[src/rtl/dwl_pkg.sv]
`timescale 1ns / 1ps
package dwl_pkg;

    localparam int LEN_W   = 7;
    localparam int COEF_W  = 16;
    localparam int OUT_W   = 18;
    localparam int TSEL_W  = 2;
    localparam int FRAC    = 15;

    // Configuration register indexes.
    localparam logic [1:0] REG_DIRECTION   = 2'd0;
    localparam logic [1:0] REG_TAP_SELECT  = 2'd1;
    localparam logic [1:0] REG_LINE_LENGTH = 2'd2;

    // Coefficient set codes.
    localparam logic [TSEL_W-1:0] TAPS_4 = 2'd0;
    localparam logic [TSEL_W-1:0] TAPS_6 = 2'd1;
    localparam logic [TSEL_W-1:0] TAPS_8 = 2'd2;

    // One finished line handed from the loader to the compute engine.
    typedef struct packed {
        logic              dir;
        logic [TSEL_W-1:0] taps;
        logic [LEN_W-1:0]  len;
    } job_t;

    // Number of taps in a coefficient set; the unused code acts as eight taps.
    function automatic logic [3:0] tap_count(input logic [TSEL_W-1:0] sel);
        logic [3:0] n;
        unique case (sel)
            TAPS_4:  n = 4'd4;
            TAPS_6:  n = 4'd6;
            default: n = 4'd8;
        endcase
        return n;
    endfunction

    // Daubechies taps normalised to a sum of sqrt(2), signed Q1.15.
    function automatic logic signed [COEF_W-1:0] tap_coef(input logic [TSEL_W-1:0] sel,
                                                          input logic [2:0] idx);
        logic signed [COEF_W-1:0] c;
        c = '0;
        unique case (sel)
            TAPS_4: begin
                case (idx)
                    3'd0:    c = 16'sd15826;
                    3'd1:    c = 16'sd27411;
                    3'd2:    c = 16'sd7345;
                    3'd3:    c = -16'sd4240;
                    default: c = '0;
                endcase
            end
            TAPS_6: begin
                case (idx)
                    3'd0:    c = 16'sd10901;
                    3'd1:    c = 16'sd26440;
                    3'd2:    c = 16'sd15069;
                    3'd3:    c = -16'sd4424;
                    3'd4:    c = -16'sd2800;
                    3'd5:    c = 16'sd1154;
                    default: c = '0;
                endcase
            end
            default: begin
                case (idx)
                    3'd0:    c = 16'sd7549;
                    3'd1:    c = 16'sd23424;
                    3'd2:    c = 16'sd20673;
                    3'd3:    c = -16'sd917;
                    3'd4:    c = -16'sd6129;
                    3'd5:    c = 16'sd1011;
                    3'd6:    c = 16'sd1078;
                    default: c = -16'sd347;
                endcase
            end
        endcase
        return c;
    endfunction

endpackage

[src/rtl/dwl_front.sv]
`timescale 1ns / 1ps
module dwl_front #(
    parameter int MAX_LINE    = 64,
    parameter int SAMPLE_BITS = 16,
    parameter int AW          = 6
) (
    input  logic                              clk,
    input  logic                              rst_n,
    input  logic                              in_valid,
    output logic                              in_ready,
    input  logic signed [SAMPLE_BITS-1:0]     sample_re,
    input  logic signed [SAMPLE_BITS-1:0]     sample_im,
    input  logic                              direction,
    input  logic [dwl_pkg::TSEL_W-1:0]        tap_select,
    input  logic [dwl_pkg::LEN_W-1:0]         line_length,
    input  logic                              line_done,
    input  logic                              q_full,
    output logic                              q_push,
    output dwl_pkg::job_t                     q_job,
    output logic                              mem_we,
    output logic [AW-1:0]                     mem_addr,
    output logic [2*SAMPLE_BITS-1:0]          mem_wdata
);

    localparam logic [dwl_pkg::LEN_W-1:0] MAX_EVEN =
        dwl_pkg::LEN_W'(MAX_LINE - (MAX_LINE % 2));

    logic [AW-1:0]              cnt_reg, cnt_next;
    logic                       busy_reg, busy_next;
    logic [dwl_pkg::LEN_W-1:0]  eff_len;
    logic [dwl_pkg::LEN_W-1:0]  cnt_inc;
    logic                       accept;
    logic                       line_end;

    // Effective line length: even, at least two, at most the store depth.
    always_comb
    begin
        eff_len = {line_length[dwl_pkg::LEN_W-1:1], 1'b0};
        if (eff_len > MAX_EVEN)
        begin
            eff_len = MAX_EVEN;
        end
        if (eff_len < dwl_pkg::LEN_W'(2))
        begin
            eff_len = dwl_pkg::LEN_W'(2);
        end
    end

    assign in_ready = !busy_reg && !q_full;
    assign accept   = in_valid && in_ready;
    assign cnt_inc  = dwl_pkg::LEN_W'(cnt_reg) + dwl_pkg::LEN_W'(1);
    assign line_end = cnt_inc >= eff_len;

    // Each accepted item is written into the line store.
    assign mem_we    = accept;
    assign mem_addr  = cnt_reg;
    assign mem_wdata = {sample_im, sample_re};

    // The last item of a line hands a job to the engine.
    assign q_push     = accept && line_end;
    assign q_job.dir  = direction;
    assign q_job.taps = tap_select;
    assign q_job.len  = eff_len;

    always_comb
    begin
        cnt_next  = cnt_reg;
        busy_next = busy_reg;
        if (accept)
        begin
            cnt_next = line_end ? '0 : AW'(cnt_inc);
        end
        if (q_push)
        begin
            busy_next = 1'b1;
        end
        else if (line_done)
        begin
            busy_next = 1'b0;
        end
    end

    always_ff @(posedge clk or negedge rst_n)
    begin
        if (!rst_n)
        begin
            cnt_reg  <= '0;
            busy_reg <= 1'b0;
        end
        else
        begin
            cnt_reg  <= cnt_next;
            busy_reg <= busy_next;
        end
    end

endmodule

[src/rtl/dwl_queue.sv]
`timescale 1ns / 1ps
module dwl_queue (
    input  logic          clk,
    input  logic          rst_n,
    input  logic          push,
    input  dwl_pkg::job_t push_job,
    input  logic          pop,
    output dwl_pkg::job_t pop_job,
    output logic          full,
    output logic          empty
);

    dwl_pkg::job_t slot_reg [2];
    logic          wr_ptr_reg, wr_ptr_next;
    logic          rd_ptr_reg, rd_ptr_next;
    logic [1:0]    count_reg, count_next;
    logic          do_push, do_pop;

    assign full    = count_reg == 2'd2;
    assign empty   = count_reg == 2'd0;
    assign do_push = push && !full;
    assign do_pop  = pop && !empty;
    assign pop_job = slot_reg[rd_ptr_reg];

    always_comb
    begin
        wr_ptr_next = do_push ? !wr_ptr_reg : wr_ptr_reg;
        rd_ptr_next = do_pop ? !rd_ptr_reg : rd_ptr_reg;
        count_next  = count_reg;
        if (do_push && !do_pop)
        begin
            count_next = count_reg + 2'd1;
        end
        else if (do_pop && !do_push)
        begin
            count_next = count_reg - 2'd1;
        end
    end

    // Job slots hold payload only.
    always_ff @(posedge clk)
    begin
        if (do_push)
        begin
            slot_reg[wr_ptr_reg] <= push_job;
        end
    end

    always_ff @(posedge clk or negedge rst_n)
    begin
        if (!rst_n)
        begin
            wr_ptr_reg <= 1'b0;
            rd_ptr_reg <= 1'b0;
            count_reg  <= 2'd0;
        end
        else
        begin
            wr_ptr_reg <= wr_ptr_next;
            rd_ptr_reg <= rd_ptr_next;
            count_reg  <= count_next;
        end
    end

endmodule

[src/rtl/dwl_back.sv]
`timescale 1ns / 1ps
module dwl_back #(
    parameter int MAX_LINE    = 64,
    parameter int SAMPLE_BITS = 16,
    parameter int AW          = 6
) (
    input  logic                                 clk,
    input  logic                                 rst_n,
    input  logic                                 mem_we,
    input  logic [AW-1:0]                        mem_addr,
    input  logic [2*SAMPLE_BITS-1:0]             mem_wdata,
    input  logic                                 q_empty,
    input  dwl_pkg::job_t                        q_job,
    output logic                                 q_pop,
    output logic                                 line_done,
    output logic                                 out_valid,
    input  logic                                 out_ready,
    output logic signed [dwl_pkg::OUT_W-1:0]     coef_re,
    output logic signed [dwl_pkg::OUT_W-1:0]     coef_im,
    output logic                                 last_out
);

    localparam int LW    = dwl_pkg::LEN_W;
    localparam int PW    = SAMPLE_BITS + dwl_pkg::COEF_W;
    localparam int ACC_W = PW + 3;

    typedef enum logic [3:0] {
        S_IDLE  = 4'b0001,
        S_HOLD  = 4'b0010,
        S_ISSUE = 4'b0100,
        S_DRAIN = 4'b1000
    } state_t;

    state_t                     state_reg, state_next;
    dwl_pkg::job_t              job_reg, job_next;
    logic [LW-1:0]              j_reg, j_next;
    logic [2:0]                 s_reg, s_next;

    logic [2*SAMPLE_BITS-1:0]   mem [MAX_LINE];
    logic [2*SAMPLE_BITS-1:0]   rd_reg;

    logic signed [dwl_pkg::COEF_W-1:0] coef_a_reg;
    logic                       va_reg, fa_reg, la_reg;
    logic signed [PW-1:0]       prod_re_reg, prod_im_reg;
    logic                       vb_reg, fb_reg, lb_reg;
    logic signed [ACC_W-1:0]    acc_re_reg, acc_im_reg;
    logic                       vc_reg, lc_reg;
    logic                       out_valid_reg;
    logic signed [dwl_pkg::OUT_W-1:0] coef_re_reg, coef_im_reg;
    logic                       last_reg;

    logic [LW-1:0]              n, h, itf, kf, iti, iw, ia, addr7;
    logic [3:0]                 nt, idx, s4;
    logic                       lowhalf, neg, last_term, last_out_idx, issue, fin;
    logic signed [dwl_pkg::COEF_W-1:0] coef;

    // Term address and coefficient for output j, term s.
    always_comb
    begin
        n            = job_reg.len;
        h            = n >> 1;
        nt           = dwl_pkg::tap_count(job_reg.taps);
        s4           = {1'b0, s_reg};
        lowhalf      = j_reg < h;
        itf          = lowhalf ? j_reg : j_reg - h;
        kf           = {itf[LW-2:0], 1'b0} + LW'(s_reg);
        if (kf > n - LW'(1))
        begin
            kf = n - LW'(1);
        end
        iti          = j_reg >> 1;
        iw           = LW'(s_reg[2:1]);
        ia           = (iti >= iw) ? iti - iw : '0;
        if (s_reg[0])
        begin
            ia = ia + h;
        end
        if (!job_reg.dir)
        begin
            addr7 = kf;
            idx   = lowhalf ? s4 : nt - 4'd1 - s4;
            neg   = !lowhalf && s_reg[0];
        end
        else
        begin
            addr7 = ia;
            if (!j_reg[0])
            begin
                idx = s_reg[0] ? nt - s4 : s4;
            end
            else
            begin
                idx = s_reg[0] ? nt - 4'd1 - s4 : s4 + 4'd1;
            end
            neg   = j_reg[0] && s_reg[0];
        end
        coef         = dwl_pkg::tap_coef(job_reg.taps, idx[2:0]);
        if (neg)
        begin
            coef = -coef;
        end
        last_term    = s4 == nt - 4'd1;
        last_out_idx = j_reg == n - LW'(1);
    end

    assign issue     = state_reg == S_ISSUE;
    assign fin       = vc_reg && lc_reg;
    assign q_pop     = (state_reg == S_IDLE) && !q_empty;
    assign line_done = issue && last_term && last_out_idx;

    // Sequencer: one output at a time, one term per cycle.
    always_comb
    begin
        state_next = state_reg;
        job_next   = job_reg;
        j_next     = j_reg;
        s_next     = s_reg;
        unique case (state_reg)
            S_IDLE:
            begin
                if (!q_empty)
                begin
                    job_next   = q_job;
                    j_next     = '0;
                    s_next     = '0;
                    state_next = S_HOLD;
                end
            end
            S_HOLD:
            begin
                if (!out_valid_reg)
                begin
                    state_next = S_ISSUE;
                end
            end
            S_ISSUE:
            begin
                if (last_term)
                begin
                    s_next     = '0;
                    state_next = S_DRAIN;
                end
                else
                begin
                    s_next = s_reg + 3'd1;
                end
            end
            S_DRAIN:
            begin
                if (fin)
                begin
                    if (last_out_idx)
                    begin
                        state_next = S_IDLE;
                    end
                    else
                    begin
                        j_next     = j_reg + LW'(1);
                        state_next = S_HOLD;
                    end
                end
            end
            default:
            begin
                state_next = S_IDLE;
            end
        endcase
    end

    always_ff @(posedge clk or negedge rst_n)
    begin
        if (!rst_n)
        begin
            state_reg <= S_IDLE;
            job_reg   <= '0;
            j_reg     <= '0;
            s_reg     <= '0;
        end
        else
        begin
            state_reg <= state_next;
            job_reg   <= job_next;
            j_reg     <= j_next;
            s_reg     <= s_next;
        end
    end

    // Line store with registered read.
    always_ff @(posedge clk)
    begin
        if (mem_we)
        begin
            mem[mem_addr] <= mem_wdata;
        end
        rd_reg <= mem[addr7[AW-1:0]];
    end

    // Multiply-accumulate pipeline: read, multiply, accumulate.
    always_ff @(posedge clk)
    begin
        coef_a_reg  <= coef;
        prod_re_reg <= PW'($signed(rd_reg[SAMPLE_BITS-1:0]) * coef_a_reg);
        prod_im_reg <= PW'($signed(rd_reg[2*SAMPLE_BITS-1:SAMPLE_BITS]) * coef_a_reg);
        if (vb_reg)
        begin
            acc_re_reg <= fb_reg ? ACC_W'(prod_re_reg) : acc_re_reg + ACC_W'(prod_re_reg);
            acc_im_reg <= fb_reg ? ACC_W'(prod_im_reg) : acc_im_reg + ACC_W'(prod_im_reg);
        end
    end

    always_ff @(posedge clk or negedge rst_n)
    begin
        if (!rst_n)
        begin
            va_reg <= 1'b0;
            fa_reg <= 1'b0;
            la_reg <= 1'b0;
            vb_reg <= 1'b0;
            fb_reg <= 1'b0;
            lb_reg <= 1'b0;
            vc_reg <= 1'b0;
            lc_reg <= 1'b0;
        end
        else
        begin
            va_reg <= issue;
            fa_reg <= s_reg == 3'd0;
            la_reg <= last_term;
            vb_reg <= va_reg;
            fb_reg <= fa_reg;
            lb_reg <= la_reg;
            vc_reg <= vb_reg;
            lc_reg <= lb_reg;
        end
    end

    // Round half up, drop the fraction, saturate to the output range.
    function automatic logic signed [dwl_pkg::OUT_W-1:0] finish(
        input logic signed [ACC_W-1:0] acc);
        logic signed [ACC_W:0]  rnd;
        logic signed [47:0]     wide;
        logic signed [dwl_pkg::OUT_W-1:0] r;
        rnd  = {acc[ACC_W-1], acc} + (ACC_W+1)'(1 << (dwl_pkg::FRAC - 1));
        wide = 48'($signed(rnd[ACC_W:dwl_pkg::FRAC]));
        if (wide > 48'sd131071)
        begin
            r = 18'sd131071;
        end
        else if (wide < -48'sd131072)
        begin
            r = -18'sd131072;
        end
        else
        begin
            r = wide[dwl_pkg::OUT_W-1:0];
        end
        return r;
    endfunction

    // Output register.
    always_ff @(posedge clk)
    begin
        if (fin)
        begin
            coef_re_reg <= finish(acc_re_reg);
            coef_im_reg <= finish(acc_im_reg);
            last_reg    <= last_out_idx;
        end
    end

    always_ff @(posedge clk or negedge rst_n)
    begin
        if (!rst_n)
        begin
            out_valid_reg <= 1'b0;
        end
        else if (fin)
        begin
            out_valid_reg <= 1'b1;
        end
        else if (out_ready)
        begin
            out_valid_reg <= 1'b0;
        end
    end

    assign out_valid = out_valid_reg;
    assign coef_re   = coef_re_reg;
    assign coef_im   = coef_im_reg;
    assign last_out  = last_reg;

endmodule

[src/rtl/daubechies_wavelet_line.sv]
`timescale 1ns / 1ps
// Load: one item per cycle while the engine is free; the line's last item queues a job.
// Compute: each result is summed one term per cycle through a single
// multiply-accumulate pipeline, one result at a time.
// Reset clears control state and sets direction 0, four taps, line length 64.
module daubechies_wavelet_line #(
    parameter int MAX_LINE    = 64,
    parameter int SAMPLE_BITS = 16
) (
    input  logic                                 clk,
    input  logic                                 rst_n,
    input  logic                                 cfg_we,
    input  logic [1:0]                           cfg_index,
    input  logic [dwl_pkg::LEN_W-1:0]            cfg_wdata,
    input  logic                                 in_valid,
    output logic                                 in_ready,
    input  logic signed [SAMPLE_BITS-1:0]        sample_re,
    input  logic signed [SAMPLE_BITS-1:0]        sample_im,
    output logic                                 out_valid,
    input  logic                                 out_ready,
    output logic signed [dwl_pkg::OUT_W-1:0]     coef_re,
    output logic signed [dwl_pkg::OUT_W-1:0]     coef_im,
    output logic                                 last_out
);

    localparam int AW = (MAX_LINE > 1) ? $clog2(MAX_LINE) : 1;

    logic                              direction_reg;
    logic [dwl_pkg::TSEL_W-1:0]        tap_select_reg;
    logic [dwl_pkg::LEN_W-1:0]         line_length_reg;
    logic                              q_push, q_pop, q_full, q_empty, line_done;
    dwl_pkg::job_t                     push_job, pop_job;
    logic                              mem_we;
    logic [AW-1:0]                     mem_addr;
    logic [2*SAMPLE_BITS-1:0]          mem_wdata;

    // Configuration registers.
    always_ff @(posedge clk or negedge rst_n)
    begin
        if (!rst_n)
        begin
            direction_reg   <= 1'b0;
            tap_select_reg  <= dwl_pkg::TAPS_4;
            line_length_reg <= dwl_pkg::LEN_W'(64);
        end
        else if (cfg_we)
        begin
            unique case (cfg_index)
                dwl_pkg::REG_DIRECTION:   direction_reg   <= cfg_wdata[0];
                dwl_pkg::REG_TAP_SELECT:  tap_select_reg  <= cfg_wdata[dwl_pkg::TSEL_W-1:0];
                dwl_pkg::REG_LINE_LENGTH: line_length_reg <= cfg_wdata;
                default:                  ;
            endcase
        end
    end

    dwl_front #(
        .MAX_LINE    (MAX_LINE),
        .SAMPLE_BITS (SAMPLE_BITS),
        .AW          (AW)
    ) u_front (
        .clk         (clk),
        .rst_n       (rst_n),
        .in_valid    (in_valid),
        .in_ready    (in_ready),
        .sample_re   (sample_re),
        .sample_im   (sample_im),
        .direction   (direction_reg),
        .tap_select  (tap_select_reg),
        .line_length (line_length_reg),
        .line_done   (line_done),
        .q_full      (q_full),
        .q_push      (q_push),
        .q_job       (push_job),
        .mem_we      (mem_we),
        .mem_addr    (mem_addr),
        .mem_wdata   (mem_wdata)
    );

    dwl_queue u_queue (
        .clk      (clk),
        .rst_n    (rst_n),
        .push     (q_push),
        .push_job (push_job),
        .pop      (q_pop),
        .pop_job  (pop_job),
        .full     (q_full),
        .empty    (q_empty)
    );

    dwl_back #(
        .MAX_LINE    (MAX_LINE),
        .SAMPLE_BITS (SAMPLE_BITS),
        .AW          (AW)
    ) u_back (
        .clk       (clk),
        .rst_n     (rst_n),
        .mem_we    (mem_we),
        .mem_addr  (mem_addr),
        .mem_wdata (mem_wdata),
        .q_empty   (q_empty),
        .q_job     (pop_job),
        .q_pop     (q_pop),
        .line_done (line_done),
        .out_valid (out_valid),
        .out_ready (out_ready),
        .coef_re   (coef_re),
        .coef_im   (coef_im),
        .last_out  (last_out)
    );

endmodule
[config.mk]
export PLATFORM = sky130hd
export DESIGN_NAME = daubechies_wavelet_line
export DESIGN_NICKNAME = d
export VERILOG_FILES = /design/src/rtl/dwl_pkg.sv /design/src/rtl/dwl_front.sv /design/src/rtl/dwl_queue.sv /design/src/rtl/dwl_back.sv /design/src/rtl/daubechies_wavelet_line.sv
export SDC_FILE = /design/constraint.sdc
export NUM_CORES = 2
export LEC_CHECK = 0
export BUFFER_PORTS_ARGS = -buffer_cell sky130_fd_sc_hd__buf_2
export CAP_MARGIN = 40
export CORE_ASPECT_RATIO = 1.2
export CORE_MARGIN = 1.5
export CORE_UTILIZATION = 49
export CTS_BUF_LIST = sky130_fd_sc_hd__clkbuf_8
export DETAILED_ROUTE_END_ITERATION = 10
export MAX_ROUTING_LAYER = met4
export PLACE_DENSITY = 0.71
export SYNTH_ARGS = -nofsm -noshare
export SYNTH_HDL_FRONTEND = slang
export SYNTH_HIERARCHICAL = 1
export SYNTH_SLANG_ARGS = --single-unit
[constraint.sdc]
create_clock -name clk -period 10.15 [get_ports clk]
set_input_delay 1.5225 -clock clk [delete_from_list [all_inputs] [get_ports clk]]
set_output_delay 1.5225 -clock clk [all_outputs]
set_load 0.03 [all_outputs]
* Word-level counts from Yosys, hierarchy flattened *
Memory sizes are Yosys's and may differ from the RTL's. A register that Yosys moved wholly into a read port is not among the register bits.
Cells that the tools add are included.

storage, ports and cells
  memory bits (writable) = 2068
  word-level logic and storage cells = 169
  output and inout port bits = 39
  input bits = 46
  register bits = 231
  memories kept = 2

memory list
  name              words  bits a word  rd ports  clocked after memory_dff  wr ports  line             text
  u_back.mem        64     32           1         1                         1         dwl_back.sv:39   logic [2*SAMPLE_BITS-1:0] mem [MAX_LINE];
  u_queue.slot_reg  2      10           1         1                         1         dwl_queue.sv:13  dwl_pkg::job_t slot_reg [2];

cells by class
  reduce and logical (&&, ||, !) cells = 39
  $mul = 2
  multiplexer cells = 47
  magnitude comparators = 10
  bitwise operators = 1
  equal/unequal tests = 21
  add/subtract/negate cells = 19

operators by type and width
  kind                                                                               number
  16-bit case mux with 7 select lines                                                1
  16-bit case mux with 6 select lines                                                1
  35-bit by 16-bit adder with 36-bit output, second input constant                   2
  35-bit by 32-bit adder with 35-bit output                                          2
  35-bit 2-to-1 mux                                                                  2
  16-bit by 16-bit multiplier with 32-bit output                                     2
  16-bit case mux with 4 select lines                                                1
  21-bit by 18-bit greater-than comparator with 1-bit output, second input constant  2
  21-bit by 18-bit less-than comparator with 1-bit output, second input constant     2
  18-bit 2-to-1 mux                                                                  2
  6-bit 2-to-1 mux                                                                   6
  7-bit 2-to-1 mux                                                                   5
  16-bit case mux with 2 select lines                                                1
  3-bit 2-to-1 mux                                                                   7
  16-bit 2-to-1 mux                                                                  1
  4-bit 2-to-1 mux                                                                   4
  16-bit negator                                                                     1
  4-bit case mux with 4 select lines                                                 1
  7-bit case mux with 2 select lines                                                 1
  1-bit logical AND                                                                  13
  2-bit AND reduction                                                                5
  2-bit nonzero test                                                                 5
  3-bit equality test, second input constant                                         3
  1-bit logical NOT                                                                  9
  other kinds (38)                                                                   60

* Logic depth before layout (Yosys ltp) *
  depth after elaboration = 12
  gate-level depth with buffers = 27
  depth with buffers taken out = 23

* Hierarchy *
Netlist, hierarchy kept.

by module, submodules not included
  module                   area an instance (um2)  instances  seq. area each (um2)  cells an instance
  dwl_back                 113588.9                1          67781.3               7962
  dwl_queue                919.6                   1          700.7                 50
  dwl_front                890.9                   1          175.2                 106
  daubechies_wavelet_line  399.1                   1          251.5                 23

* Worst setup path before layout *
No wires, ideal clock.

  path kind = register -> register
  from = reg u_back.rd_reg[15] (read register of u_back.mem)
  to = reg u_back.prod_re_reg[31]
  setup slack = 3.717 ns
  required time = 10.078 ns
  stages on the path, launching flop included = 22
  library setup time = 0.072 ns
  period minus slack after synthesis = 6.433 ns
  arrival time = 6.361 ns
  buffers on the path = 1
  cell sequence = dfxtp_1 > clkbuf_1 > nand2_1 > inv_1 > fa_1 > fa_1 > fa_1 > fa_1 > fa_1 > inv_1 > fa_1 > inv_1 > ha_1 > and4_1 > and3_1 > a221o_1 > a21o_1 > a31o_2 > a2111oi_0 > o21bai_1 > a21oi_1 > xnor2_1

between the ends
  word-level cells in the longest chain between the ends = 1

RTL lines
  element                                         line             text
  from (decl)                                     dwl_back.sv:40   logic [2*SAMPLE_BITS-1:0] rd_reg;
  16-bit by 16-bit multiplier with 32-bit output  dwl_back.sv:202  prod_re_reg <= PW'($signed(rd_reg[SAMPLE_BITS-1:0]) * coef_a_reg);
  to (signal assigned)                            dwl_back.sv:202
  to (decl)                                       dwl_back.sv:44   logic signed [PW-1:0] prod_re_reg, prod_im_reg;

Every way passes these cells.
A chain may end at the register's enable or synchronous reset.

* Final worst setup path *
  from = reg u_back.j_reg[4]
  to = reg u_back.rd_reg[26] (read register of u_back.mem)

between the ends
  word-level cells in the longest chain between the ends = 6
  elaborated cells on any way between the ends = 12
  classes of those cells = add/sub (4); order compare (3); mux (5)

RTL lines
  element                                                                                    line                            text
  from (decl)                                                                                dwl_back.sv:36                  logic [LW-1:0] j_reg, j_next;
  from (signal assigned)                                                                     dwl_back.sv:183                 j_reg <= j_next;
  6-bit subtractor or 7-bit by 6-bit less-than comparator with 1-bit output (tied branches)  dwl_back.sv:65, dwl_back.sv:64
  6-bit 2-to-1 mux                                                                           dwl_back.sv:65                  itf = lowhalf ? j_reg : j_reg - h;
  7-bit by 3-bit adder with 7-bit output                                                     dwl_back.sv:66                  kf = {itf[LW-2:0], 1'b0} + LW'(s_reg);
  7-bit greater-than comparator                                                              dwl_back.sv:67                  if (kf > n - LW'(1))
  6-bit 2-to-1 mux                                                                           dwl_back.sv:67
  6-bit 2-to-1 mux (*)                                                                       dwl_back.sv:78                  if (!job_reg.dir)

Mark *: on every way between the ends. The rest lies on a longest branch, timed or not.

==> results.md <==
- Status: completed
- CTS tree: yes
- CP Data Required Time: 11070 ps
- Vias in the first global route: approximately 72000
- # DRC: 0
- Max-slew violation count: 0
- Critical path data arrival time: 9080 ps
- Max-capacitance violation count: 0
- Number of port buffers: 84
- Post-synthesis average cell area: roughly 14 µm²
- Post-detail-place hpwl: 182 mm
- Finish-stage setup viols: 0
- Hold Fails Final Rpt: 0
- Unrepaired setup endpoints after global routing: no
- Most frequent cell on the critical path: a21oi_1
- Fmax: 122 MHz
- R2R depth: 24
- CTS clk-pin slew, worst paths: 60 ps
- GRT Util Overall: 26.3%
- Pre-Repair DR Iteration Count: 6
- Vias: 70700
- Final #Nets: 9213
- Post-CTS setup buffer count: 0
- Root cell of the clock tree: clkbuf_8
- Reg2reg end: u_back/rd_reg[26]
- Post-CTS sizing: 0
- Final Wtd Congestion: roughly 0.88
- Crit path cell chain: ha_1 -> a21oi_1 -> o21a_1 -> o21ai_2 -> nor2_1 -> a21oi_1 -> ha_1 -> fa_1 -> inv_1 -> a21oi_1 -> or2_2 -> ha_1 -> a211o_1 -> a21oi_1 -> a2111oi_1 -> a2111oi_4 -> buf_12 -> buf_4 -> buf_12 -> mux2_2 -> o22ai_1 -> a221oi_1 -> a22oi_1 -> nand4_1
- Hold Slack: 345 ps
- Area Growth Syn to Fin: 10.2%
- Max Buffers Root-to-Sink: 4
- CTS buffer count: 376
- Routed wire length: 306 mm
- Setup TNS: 0 ps
- Core Rows: 195
- Placed Instances: 11100
- Die width: 447 µm
- Slowest stage cell, crit path: a22oi_1
- Share of cells above drive strength 1: 15.5%
- Clk Latency, worst-skew pair: 1120 ps
- Largest net degree at the start of global routing: approximately 150
- Syn Std Cell Area: 116000 µm²
- Worst setup startpoint: u_back/j_reg[4]
- Initial Util: about 50%
- Critical Path End: u_back/rd_reg[26]
- Die ar.: around 240000 µm²
- IO Count: 85
- Fin crit share: 80.4%
- Hold buffer count at CTS: 0
- Yosys Warn Count: 6
- Core Box Area: 235000 µm²
- Iteration-0 DRC count of the detailed router: 7576
- Clock Skews: 118 ps
- Number of routed nets with antenna violations: 0
- Reg2reg setup slack: 1990 ps
- Worst R2R Start: u_back/j_reg[4]
- Initial antenna violation count: 15
- TritonCTS Sinks: between 2000 and 2500
- CP Max Fanout: 104
- Slew of the pin with the lowest slew margin: around 1100 ps
- WS Path Type: reg2reg
- Startpoint Class: flop
- First-pass GRT wire length: 454 mm
- CP max stage delay: roughly 850 ps
- Finished Layout Cells: 11800
- Fillcell total: 18700
- Max H-tree Level: 5
- Synthesized Nets: 8986
- WL/cell: 25.9 µm
- Post-Syn Instances: ~8000
- Remaining global-route overflow: 0
- Vias/cell: ~6
- Crit path capture type: flop
- Worst min path class: reg2reg
- Number of flip-flops under the largest register name: 2048
- Minimum clock period: about 8000 ps
- Slew Limit Headroom: roughly a quarter
- DIE HEIGHT: 535 µm
[metrics by stage]
stage / worst slack (ps) / util, % / instance area [µm²]
floorplan: 3720 / - / 116000
global placement: 2130 / 51.1 / 120000
detailed placement: 2060 / 51.4 / 121000
CTS: 2080 / 54.3 / 128000
global route: 1500 / 54.3 / 128000
finish: 1990 / 54.3 / 128000
[cell type report]
type	count	area [µm²]	share of cell area, %
Sequential cell	2340	68900	54.0
Multi-Input combinational cell	4709	42900	33.6
Timing Repair Buffer	288	2540	1.99
Antenna cell	11	27.5	0.0216
Inverter	651	2450	1.92
Clock buffer	403	5550	4.35
Clock inverter	242	1310	1.02
Tap cell	3152	3940	3.09
[placed cells by master, fill, tap and decap left out, types with 112 or more instances in the layout]
cell / count
edfxtp_1: 2175
inv_1: 771
mux2i_1: 618
nand2_1: 572
fa_1: 530
clkbuf_8: 403
mux2_2: 394
ha_1: 271
and2_1: 252
o22ai_1: 229
nor2_1: 207
a221oi_1: 195
o21ai_0: 176
buf_4: 161
a21oi_1: 135
a22oi_1: 131
xnor2_1: 120
dfxtp_1: 112
[how the worst min path moves through the flow]
stage	from	to	depth (start not counted)
after floorplan	u_back/fa_reg	u_back/fb_reg	0
after global placement	u_back/la_reg	u_back/lb_reg	0
after detailed placement	u_back/lb_reg	u_back/lc_reg	0
after CTS	u_back/lb_reg	u_back/lc_reg	0
after global routing	u_back/lb_reg	u_back/lc_reg	0
final	u_back/la_reg	u_back/lb_reg	0
[routing by layer]
metal,up-vias,part of all wire [%],track usage (%)
met5,-,0,-
met4,0,4.4,11.0
met3,728,9.3,5.06
met2,3497,48,42.4
met1,36000,38,32.4
li1,30400,-,-
[worst max-delay path, delay by kind of cell, from the launching register on]
family	cells	cell delay [ps]
simple gates	3	620
buf+inv	4	1700
fa+ha+maj	4	1200
compound gates	12	3280
flops	1	560
mux	1	410
Power is left out: the tool's default activity adds up to more than one toggle a clock period on the data nets, which glitch-free logic cannot reach.
